## src/hw/rtl/fbml_ram.sv

```systemverilog
`timescale 1ns / 1ps
`default_nettype none
// ----------------------------------------------------------------------------
// fbml_ram
// Simple dual-port RAM: one write port, one read port with registered data.
// ----------------------------------------------------------------------------
module fbml_ram #(
  parameter int WIDTH = 8,
  parameter int DEPTH = 16,
  parameter int AW    = (DEPTH > 1) ? $clog2(DEPTH) : 1
) (
  input  wire logic             clk,
  input  wire logic             wr_en,
  input  wire logic [AW-1:0]    wr_addr,
  input  wire logic [WIDTH-1:0] wr_data,
  input  wire logic             rd_en,
  input  wire logic [AW-1:0]    rd_addr,
  output logic      [WIDTH-1:0] rd_data
);

  logic [WIDTH-1:0] mem [DEPTH];

  always_ff @(posedge clk) begin
    if (wr_en) begin
      mem[wr_addr] <= wr_data;
    end
    if (rd_en) begin
      rd_data <= mem[rd_addr];
    end
  end

endmodule : fbml_ram
`default_nettype wire

```

## config.mk

```make
export PLATFORM = sky130hd
export DESIGN_NAME = fbml_ram
export DESIGN_NICKNAME = d
export VERILOG_FILES = /design/src/hw/rtl/fbml_ram.sv
export SDC_FILE = /design/constraint.sdc
export NUM_CORES = 1
export LEC_CHECK = 0
export ABC_CLOCK_PERIOD_IN_PS = 5360
export BUFFER_PORTS_ARGS = -buffer_cell sky130_fd_sc_hd__buf_2
export CELL_PAD_IN_SITES_DETAIL_PLACEMENT = 0
export CELL_PAD_IN_SITES_GLOBAL_PLACEMENT = 1
export CORE_MARGIN = 8
export CORE_UTILIZATION = 50
export DETAILED_ROUTE_END_ITERATION = 16
export PLACE_DENSITY = 0.84
export SYNTH_ARGS = -nofsm -noshare
export SYNTH_HDL_FRONTEND = slang
export SYNTH_SLANG_ARGS = --single-unit
```

## constraint.sdc

```tcl
create_clock -name clk -period 5.36 [get_ports clk]
set_clock_uncertainty 0.05 [all_clocks]
set_input_delay 1.072 -clock clk [delete_from_list [all_inputs] [get_ports clk]]
set_output_delay 1.072 -clock clk [all_outputs]
set_load 0.005 [all_outputs]
```

==> results of run 1 <==
## where the power goes
part / switching (µW) / total, µW / internal, µW / leakage (µW)
clock network: 399 / 1150 / 750 / 0.000284
registers: 6.68 / 1210 / 1200 / 0.00124
logic: 59.2 / 101 / 41.7 / 0.000494
total: 464 / 2460 / 1990 / 0.00201
## routing by layer
metal | vias up | share of wire [%]
met5 | - | 0
met4 | 0 | 2.2
met3 | 14 | 6.7
met2 | 88 | 50
met1 | 1239 | 41
li1 | 1064 | -
## final cells by class
class / count / area (µm²) / share of cell area, %
clock buffers: 22 / 433 / 7.15
clock inverters: 10 / 151 / 2.50
multi-input cells: 83 / 1060 / 17.5
flip-flops and latches: 136 / 4080 / 67.4
well taps: 136 / 170 / 2.81
repair buffers: 30 / 160 / 2.64
## cell families after synthesis
kind of cell    share of synthesized area, %
simple gates                            3.14
mux                                     14.8
flops                                   78.1
buf+inv                                 1.65
compound gates                          2.30
## registers in the layout (all words and copies together), names as in the netlist
register and flops:
rd_data 8, mem 128
## through the flow
step                      setup WS, ns  utilization [%]  instances  hold slack, ns
after floorplan                   2.75                -        229           0.655
after global placement            2.12             53.5        385           0.689
after detailed placement          2.07             53.5        385           0.699
after CTS                         2.63             59.2        417           0.712
after global routing              2.51             59.2        417           0.744
final                             2.66             59.2        417           0.715
## worst min-delay path by stage
stage	slack [ns]	endpoint	from	cells past startpoint
6_report	0.71	rd_data[1]	mem[12][1]	3
4_1_cts	0.71	rd_data[7]	mem[14][7]	3
3_5_place_dp	0.70	rd_data[7]	mem[14][7]	3
5_1_grt	0.74	rd_data[7]	mem[14][7]	3
3_3_place_gp	0.69	rd_data[3]	mem[8][3]	3
2_1_floorplan	0.65	rd_data[0]	mem[7][0]	3
## worst reg2reg max path, cell delays in order (launching register included)
cell      delay (ns)
edfxtp_1        0.36
mux4_1          0.50
a22oi_1         0.30
nand2_1         0.09
## placed cells by master, fill, tap and decap left out
cell,synthesis,routed
edfxtp_1,136,136
buf_2,3,26
mux4_2,18,18
a22oi_1,16,16
clkbuf_16,0,16
mux4_1,14,14
nor2_1,13,13
nand2_1,9,9
clkbuf_1,0,5
nor3_1,4,4
clkinv_2,0,4
bufinv_16,0,4
buf_4,1,4
nand3b_1,2,2
nand2b_1,2,2
nor2b_1,1,1
and2_1,1,1
and2b_1,1,1
nand3_1,1,1
or3b_2,1,1
clkbuf_8,0,1
clkinv_1,0,1
clkinvlp_4,0,1
==> results.py, run 1 <==
metrics = {
    "power_and_ir_drop": {
        "power_density_mw_per_mm2": 405,
        "finalPower_uw": 2460,
        "vdd_drop_max_uv": 193,
        "p_leak_uw": 0.00201,
    },
    "floorplan": {
        "pin_count": 27,
        "initial_core_util_pct": 51.1,
        "design.core.area_mm2": 0.0102,
        "die_area_mm2": 0.0140,
        "fp.dieH_um": 118,
        "rows": 37,
        "die_w_um": 118,
    },
    "global_route": {
        "grt_pass1_vias": 2610,
        "grt_overflow": 0,
        "met2_usage_pct": 23.8,
        "busiest_layer": "met2",
        "grt_max_degree": 33,
        "grt.total_usage_pct": 15.1,
        "grt.met3_usage_pct": 4.09,
        "antenna_found_initial": 0,
        "grt_pass1_wl_um": 15300,
        "grt_use_met1_pct": 18.4,
    },
    "route": {
        "antenna_left": 0,
        "wl_per_cell_um": 23.9,
        "first_pass_iters": 4,
        "vias": 2405,
        "routed_via_density": 5.77,
        "drtIter0Drc": 192,
        "drc": 0,
        "drt-total-wl_um": 9970,
    },
    "yosys": {
        "ys_seq_area_share_pct": 78.1,
        "yosys_most_used_dff": "edfxtp_1",
        "synth.avg_cell_area_um2": 22.8,
        "synthTopCellsByCount": "edfxtp_1 (136), mux4_2 (18), a22oi_1 (16)",
        "async_flop_share_pct": 0,
        "synth_cell_type_count": 18,
        "ys_ff_latch": 136,
        "synth_warnings": 0,
        "yosys.cell_count.top_type": "edfxtp_1",
        "synth_edf_count": 136,
        "synth.top_cell.area_share_pct": 78.1,
        "yosysTopAreaCell": "edfxtp_1",
        "syn_nets": 248,
        "synth_area_leaders": "edfxtp_1 (78%), mux4_2 (7.8%), mux4_1 (7.0%), a22oi_1 (2.3%), nor2_1 (0.93%)",
        "synth_area_mm2": 0.00523,
        "syn_inst": 229,
    },
    "clock_network": {
        "cts_hold_repair.buffers": 0,
        "htreeDepth": 4,
        "postCtsSetupBuffers": 0,
        "ctsResizeCount": 0,
        "numCtsBuffers": 17,
        "clock-root-buffer": "clkbuf_8",
        "cts.sinks": 136,
        "clk_latency_ns": 0.52,
        "path_clk_slew_ns": 0.06,
        "clockBufferDepth": 2,
        "cts_tree": "done",
    },
    "critical_path": {
        "crit_path_end": "rd_data[1]",
        "worstSetupPathType": "in2reg",
        "endpoint_kind": "flop",
        "cp_data_required_time_ns": 5.57,
        "worstSetupStartpoint": "rd_addr[0]",
        "path_cells": "buf_2, mux4_1, a22oi_1, nand2_1",
        "path_depth": 4,
        "r2r.worst_path.cells": 3,
        "worst_setup_path_start_kind": "primary input",
        "r2r-end": "rd_data[1]",
        "path_buf_inv": 1,
        "crit_path_max_incr_delay_ns": 0.77,
        "critPathTopFamily": "buffers and inverters",
        "r2r_slack_ns": 3.81,
        "reg2reg_from": "mem[1][1]",
        "path_max_fanout": 32,
        "cp_slowest_cell": "buf_2",
        "cp.arrival_ns": 2.91,
    },
    "worst_hold_path": {
        "worstHoldPathType": "reg2reg",
    },
    "layout": {
        "layout.nets": 287,
        "fillers": 713,
        "drive_above_1_share_pct": 26.7,
        "synthToLayoutAreaGrowth_pct": 15.8,
        "n_antenna_cell": 0,
        "fin_area_mm2": 0.00606,
    },
    "sta": {
        "hold_viol_final": 0,
        "max_slew.worst_pin.slew_ns": 1.04,
        "setup_viol": 0,
        "fin_setup_tns_ns": 0,
        "max_freq_mhz": 370,
        "timing.final.crit_share_pct": 50.4,
        "relSlewSlack_pct": 30.5,
        "slew_violations": 0,
        "rsz0062_at_grt": "false",
        "period_needed_ns": 2.70,
    },
    "run": {
        "cap_violations": 0,
    },
    "placed_design": {
        "hpwlAfterDp_um": 6110,
        "placed_area_mm2": 0.00547,
        "gp_congestion": 0.709,
        "numPortBuffers": 26,
    },
    "status": {
        "status": "completed",
    },
}
Power figures use the tool's default switching activity.
==> run 2, diff against run 1 <==
--- a/config.mk
+++ b/config.mk
@@ -5,7 +5,7 @@
 export SDC_FILE = /design/constraint.sdc
 export NUM_CORES = 1
 export LEC_CHECK = 0
-export ABC_CLOCK_PERIOD_IN_PS = 5360
+export ABC_CLOCK_PERIOD_IN_PS = 2700
 export BUFFER_PORTS_ARGS = -buffer_cell sky130_fd_sc_hd__buf_2
 export CELL_PAD_IN_SITES_DETAIL_PLACEMENT = 0
 export CELL_PAD_IN_SITES_GLOBAL_PLACEMENT = 1
==> constraint.sdc (replaced) <==
create_clock -name clk -period 2.7 [get_ports clk]
set_clock_uncertainty 0.05 [all_clocks]
set_input_delay 0.54 -clock clk [delete_from_list [all_inputs] [get_ports clk]]
set_output_delay 0.54 -clock clk [all_outputs]
set_load 0.005 [all_outputs]
==> results.py, run 2 (same netlist as run 1, synthesis figures left out) <==
metrics = {
    "sta": {
        "max_slew.worst_pin.slew_ns": 0.728,
        "max_freq_mhz": 589,
        "slew_violations": 0,
        "hold_viol_final": 0,
        "timing.hold.ws_ns": 0.346,
        "timing.final.crit_share_pct": 62.9,
        "setup_viol": 0,
        "rsz0062_at_grt": "false",
        "relSlewSlack_pct": 51.3,
        "period_needed_ns": 1.70,
        "fin_setup_tns_ns": 0,
    },
    "status": {
        "status": "completed",
    },
    "clock_network": {
        "clockBufferDepth": 2,
        "cts.sinks": 136,
        "postCtsSetupBuffers": 0,
        "cts_hold_repair.buffers": 0,
        "numCtsBuffers": 17,
        "ctsResizeCount": 0,
        "clk_latency_ns": 0.53,
        "cts_tree": "done",
        "htreeDepth": 4,
        "path_clk_slew_ns": 0.06,
        "clock-root-buffer": "clkbuf_8",
    },
    "global_route": {
        "grt_pass1_vias": 2544,
        "grt.total_usage_pct": 15.7,
        "grt_overflow": 0,
        "antenna_found_initial": 0,
        "grt_max_degree": 33,
        "grt_pass1_wl_um": 15900,
    },
    "critical_path": {
        "path_max_fanout": 32,
        "r2r_slack_ns": 1.06,
        "worst_setup_path_start_kind": "primary input",
        "critPathTopFamily": "multiplexers",
        "cp_slowest_cell": "mux4_1",
        "cp_data_required_time_ns": 2.92,
        "crit_path_max_incr_delay_ns": 0.62,
        "reg2reg_from": "mem[3][0]",
        "r2r.worst_path.cells": 3,
        "endpoint_kind": "flop",
        "cp.arrival_ns": 1.92,
        "path_cells": "buf_2, buf_12, mux4_1, a22oi_1, nand2_1",
        "r2r-end": "rd_data[0]",
        "worstSetupPathType": "in2reg",
        "path_buf_inv": 2,
    },
    "layout": {
        "drive_above_1_share_pct": 32.1,
        "layout_commonest_cell": "edfxtp_1",
        "largest_register": "mem",
        "layout.nets": 302,
        "n_antenna_cell": 0,
        "largest_register_ffs": 128,
        "final_cell_mix": "edfxtp_1 (136), buf_2 (26), mux4_2 (18), buf_4 (18)",
        "synthToLayoutAreaGrowth_pct": 18.2,
        "reg_top3": "mem x128, rd_data x8",
        "fin_cells": 432,
    },
    "route": {
        "drc": 0,
        "routed_via_density": 5.72,
        "drt-total-wl_um": 10300,
        "drtIter0Drc": 213,
        "antenna_left": 0,
        "vias": 2471,
        "wl_per_cell_um": 23.9,
        "first_pass_iters": 5,
    },
    "placed_design": {
        "numPortBuffers": 26,
        "hpwlAfterDp_um": 6200,
        "gp_congestion": 0.710,
        "dp.cells": 400,
    },
    "power_and_ir_drop": {
        "power_density_mw_per_mm2": 783,
        "power_frac_seq_pct": 49.5,
        "intPower_uw": 3800,
        "p_leak_uw": 0.00209,
        "p_switching_uw": 1040,
        "vdd_drop_max_uv": 393,
        "swShare_pct": 21.4,
        "p_comb_share_pct": 4.3,
        "p_clk_share_pct": 46.2,
        "finalPower_uw": 4840,
    },
    "floorplan": {
        "fp.dieH_um": 118,
        "design.core.area_mm2": 0.0102,
        "rows": 37,
        "die_area_mm2": 0.0140,
        "initial_core_util_pct": 51.1,
        "pin_count": 27,
        "die_w_um": 118,
    },
    "worst_hold_path": {
        "min_path_cells": 1,
        "min_to": "mem[1][7]",
        "worstHoldPathType": "in2reg",
        "hold_start": "wr_data[7]",
    },
    "run": {
        "cap_violations": 0,
    },
}
[run 2: layout make-up]
class | instances | area (µm²)
Tap cell | 136 | 170
Clock inverter | 15 | 168
Sequential cell | 136 | 4080
Clock buffer | 17 | 414
Multi-Input combinational cell | 83 | 1060
Fill cell | 686 | 4050
Timing Repair Buffer | 45 | 285
[run 2: how the worst max path moves through the flow]
stage          cells past startpoint          to        from
2_1_floorplan                      2   mem[0][0]  wr_addr[2]
3_3_place_gp                       5  rd_data[3]  rd_addr[0]
3_5_place_dp                       5  rd_data[3]  rd_addr[0]
4_1_cts                            1  rd_data[3]  rd_data[3]
5_1_grt                            5  rd_data[3]  rd_addr[0]
6_report                           5  rd_data[3]  rd_addr[0]
[run 2: metal layers]
metal  vias up  wire length [µm]  GRT usage (%)
met1      1261              4170           20.5
met4         0                85           5.76
met3         6               818           4.62
met5         -                 0              0
li1       1090                 -              -
met2       114              5250           24.7
[run 2: power groups by stage]
stage,clock network (µW),logic [µW],registers (µW)
after floorplan,0,120,2430
after detailed placement,0,213,2440
after global routing,2350,230,2400
after CTS,2270,215,2400
final,2230,210,2390
after global placement,0,207,2440
[run 2: worst reg2reg max path, stage by stage (launching register included)]
cell      delay, ns
edfxtp_1       0.42
mux4_1         0.53
a22oi_1        0.29
nand2_1        0.09
[run 2: per-stage QoR]
stage	area (µm²)	utilization, %	setup WS [ns]
after floorplan	5230	-	0.617
after global placement	5600	54.7	0.476
after detailed placement	5600	54.7	0.448
after CTS	6180	60.4	0.974
after global routing	6180	60.4	0.961
final	6180	60.4	1.00
==> run 3, diff against run 2 <==
==> config.mk (replaced) <==
export PLATFORM = sky130hd
export DESIGN_NAME = fbml_ram
export DESIGN_NICKNAME = d
export VERILOG_FILES = /design/src/hw/rtl/fbml_ram.sv
export SDC_FILE = /design/constraint.sdc
export NUM_CORES = 1
export LEC_CHECK = 0
export ABC_AREA = 1
export ABC_CLOCK_PERIOD_IN_PS = 1800
export BUFFER_PORTS_ARGS = -buffer_cell sky130_fd_sc_hd__buf_2
export CELL_PAD_IN_SITES_DETAIL_PLACEMENT = 0
export CELL_PAD_IN_SITES_GLOBAL_PLACEMENT = 1
export CORE_MARGIN = 8
export CORE_UTILIZATION = 49
export DETAILED_ROUTE_END_ITERATION = 16
export PLACE_DENSITY = 0.89
export SYNTH_ARGS = -nofsm -noshare
export SYNTH_HDL_FRONTEND = slang
export SYNTH_SLANG_ARGS = --single-unit
==> constraint.sdc (replaced) <==
create_clock -name clk -period 1.8 [get_ports clk]
set_clock_uncertainty 0.05 [all_clocks]
set_input_delay 0.36 -clock clk [delete_from_list [all_inputs] [get_ports clk]]
set_output_delay 0.36 -clock clk [all_outputs]
set_load 0.005 [all_outputs]
==> results.py, run 3 <==
metrics = {
    "status": {
        "status": "completed",
    },
    "yosys": {
        "synth_cell_type_count": 11,
        "yosysTopAreaCell": "edfxtp_1",
        "synthTopCellsByCount": "nand2_1 (173), edfxtp_1 (136), inv_1 (100)",
        "syn_inst": 551,
        "synth_area_mm2": 0.00585,
        "synth_edf_count": 136,
        "synth.avg_cell_area_um2": 10.6,
        "ys_ff_latch": 136,
        "async_flop_share_pct": 0,
        "synth.top_cell.area_share_pct": 69.8,
        "syn_nets": 570,
        "ys_seq_area_share_pct": 69.8,
        "synth_warnings": 0,
        "yosys_most_used_dff": "edfxtp_1",
        "synth_area_leaders": "edfxtp_1 (70%), nand2_1 (11%), nand3_1 (8.3%), inv_1 (6.4%), buf_6 (1.2%)",
        "yosys.cell_count.top_type": "nand2_1",
    },
    "floorplan": {
        "fp.dieH_um": 125,
        "design.core.area_mm2": 0.0118,
        "rows": 40,
        "die_w_um": 125,
        "die_area_mm2": 0.0157,
        "initial_core_util_pct": 49.5,
        "pin_count": 27,
    },
    "global_route": {
        "grt_max_degree": 43,
        "grt_overflow": 0,
        "grt.total_usage_pct": 17.3,
        "antenna_found_initial": 0,
        "grt_pass1_wl_um": 20700,
        "grt_pass1_vias": 3922,
    },
    "clock_network": {
        "clockBufferDepth": 2,
        "numCtsBuffers": 17,
        "cts.sinks": 136,
        "cts_tree": "done",
        "path_clk_slew_ns": 0.06,
        "clock-root-buffer": "clkbuf_16",
        "clk_latency_ns": 0.42,
        "cts_hold_repair.buffers": 0,
        "htreeDepth": 4,
        "postCtsSetupBuffers": 0,
        "ctsResizeCount": 0,
    },
    "sta": {
        "slew_violations": 0,
        "hold_viol_final": 0,
        "setup_ws_ns": 0.402,
        "relSlewSlack_pct": 61.2,
        "fin_setup_tns_ns": 0,
        "period_needed_ns": 1.40,
        "timing.final.crit_share_pct": 77.6,
        "max_freq_mhz": 716,
        "setup_viol": 0,
        "max_slew.worst_pin.slew_ns": 0.582,
        "rsz0062_at_grt": "false",
    },
    "critical_path": {
        "worstSetupPathType": "reg2out",
        "endpoint_kind": "output port",
        "crit_path_max_incr_delay_ns": 0.42,
        "cp_data_required_time_ns": 1.39,
        "path_cells": "buf_2",
        "worst_setup_path_start_kind": "flop",
        "r2r_slack_ns": 0.56,
        "path_max_fanout": 1,
        "critPathTopFamily": "flip-flops",
        "path_buf_inv": 1,
        "cp_slowest_cell": "edfxtp_1",
        "r2r.worst_path.cells": 6,
        "reg2reg_from": "mem[1][1]",
        "r2r-end": "rd_data[1]",
        "cp.arrival_ns": 0.99,
    },
    "power_and_ir_drop": {
        "p_clk_share_pct": 42.1,
        "vdd_drop_max_uv": 573,
        "intPower_uw": 5400,
        "swShare_pct": 22.1,
        "p_comb_share_pct": 6.2,
        "p_leak_uw": 0.00290,
        "power_frac_seq_pct": 51.7,
        "p_switching_uw": 1540,
        "power_density_mw_per_mm2": 1040,
        "finalPower_uw": 6940,
    },
    "layout": {
        "layout_commonest_cell": "nand2_1",
        "drive_above_1_share_pct": 13.2,
        "final_cell_mix": "nand2_1 (173), edfxtp_1 (136), inv_1 (100)",
        "synthToLayoutAreaGrowth_pct": 14.5,
        "n_antenna_cell": 0,
        "reg_top3": "mem x128, rd_data x8",
        "layout.nets": 617,
        "fin_area_mm2": 0.00669,
        "largest_register": "mem",
        "largest_register_ffs": 128,
    },
    "worst_hold_path": {
        "worstHoldPathType": "in2reg",
        "min_to": "rd_data[3]",
        "hold_start": "rd_en",
        "min_path_cells": 1,
    },
    "run": {
        "cap_violations": 0,
    },
    "route": {
        "drt-total-wl_um": 13000,
        "routed_via_density": 5.21,
        "first_pass_iters": 5,
        "wl_per_cell_um": 17.2,
        "drtIter0Drc": 361,
        "vias": 3934,
        "drc": 0,
        "antenna_left": 0,
    },
    "placed_design": {
        "place_worst_setup_slack_ns": 0.122,
        "placed_area_mm2": 0.00620,
        "gp_congestion": 0.798,
        "hpwlAfterDp_um": 8390,
        "numPortBuffers": 26,
    },
}
==> run 3: worst max-delay path by stage <==
| stage | start | cells after the start | slack [ns] | endpoint |
|---|---|---|---|---|
| after floorplan | wr_addr[2] | 2 | 0.44 | mem[10][0] |
| after global placement | rd_addr[1] | 6 | 0.15 | rd_data[7] |
| after detailed placement | rd_addr[1] | 6 | 0.12 | rd_data[1] |
| after CTS | rd_data[0] | 1 | 0.40 | rd_data[0] |
| after global routing | rd_data[5] | 1 | 0.39 | rd_data[5] |
| final | rd_data[5] | 1 | 0.40 | rd_data[5] |
==> run 3: cell type report <==
cell class	instances	area [µm²]
Clock buffer	18	429
Multi-Input combinational cell	289	1210
Fill cell	968	5120
Timing Repair Buffer	52	338
Sequential cell	136	4080
Tap cell	147	184
Clock inverter	11	62.6
Inverter	102	383
==> run 3: cell families after synthesis <==
group                  share of synthesized area, %
and+or+nand+nor                                20.8
DFF                                            69.8
buffers and inverters                          9.39
==> run 3: through the flow <==
step                      hold WS (ns)  util (%)  std cells
after floorplan                  0.409         -        551
after global placement           0.690      52.5        726
after detailed placement         0.679      52.5        726
after CTS                        0.261      56.7        755
after global routing             0.266      56.7        755
final                            0.267      56.7        755
==> run 3: power by group through the flow <==
stage / clock network (µW) / logic [µW] / registers, µW
CTS: 2950 / 432 / 3590
global route: 3070 / 477 / 3600
floorplan: 0 / 250 / 3650
detailed placement: 0 / 427 / 3660
global placement: 0 / 419 / 3650
finish: 2920 / 429 / 3590
==> run 3: routing by layer <==
metal	wire, µm	global-route usage (%)	share of wire [%]	vias up
li1	-	-	-	1871
met3	953	4.38	7.3	34
met1	5560	21.8	43	1846
met5	0	0	0	-
met4	404	8.95	3.1	0
met2	6050	27.3	47	183
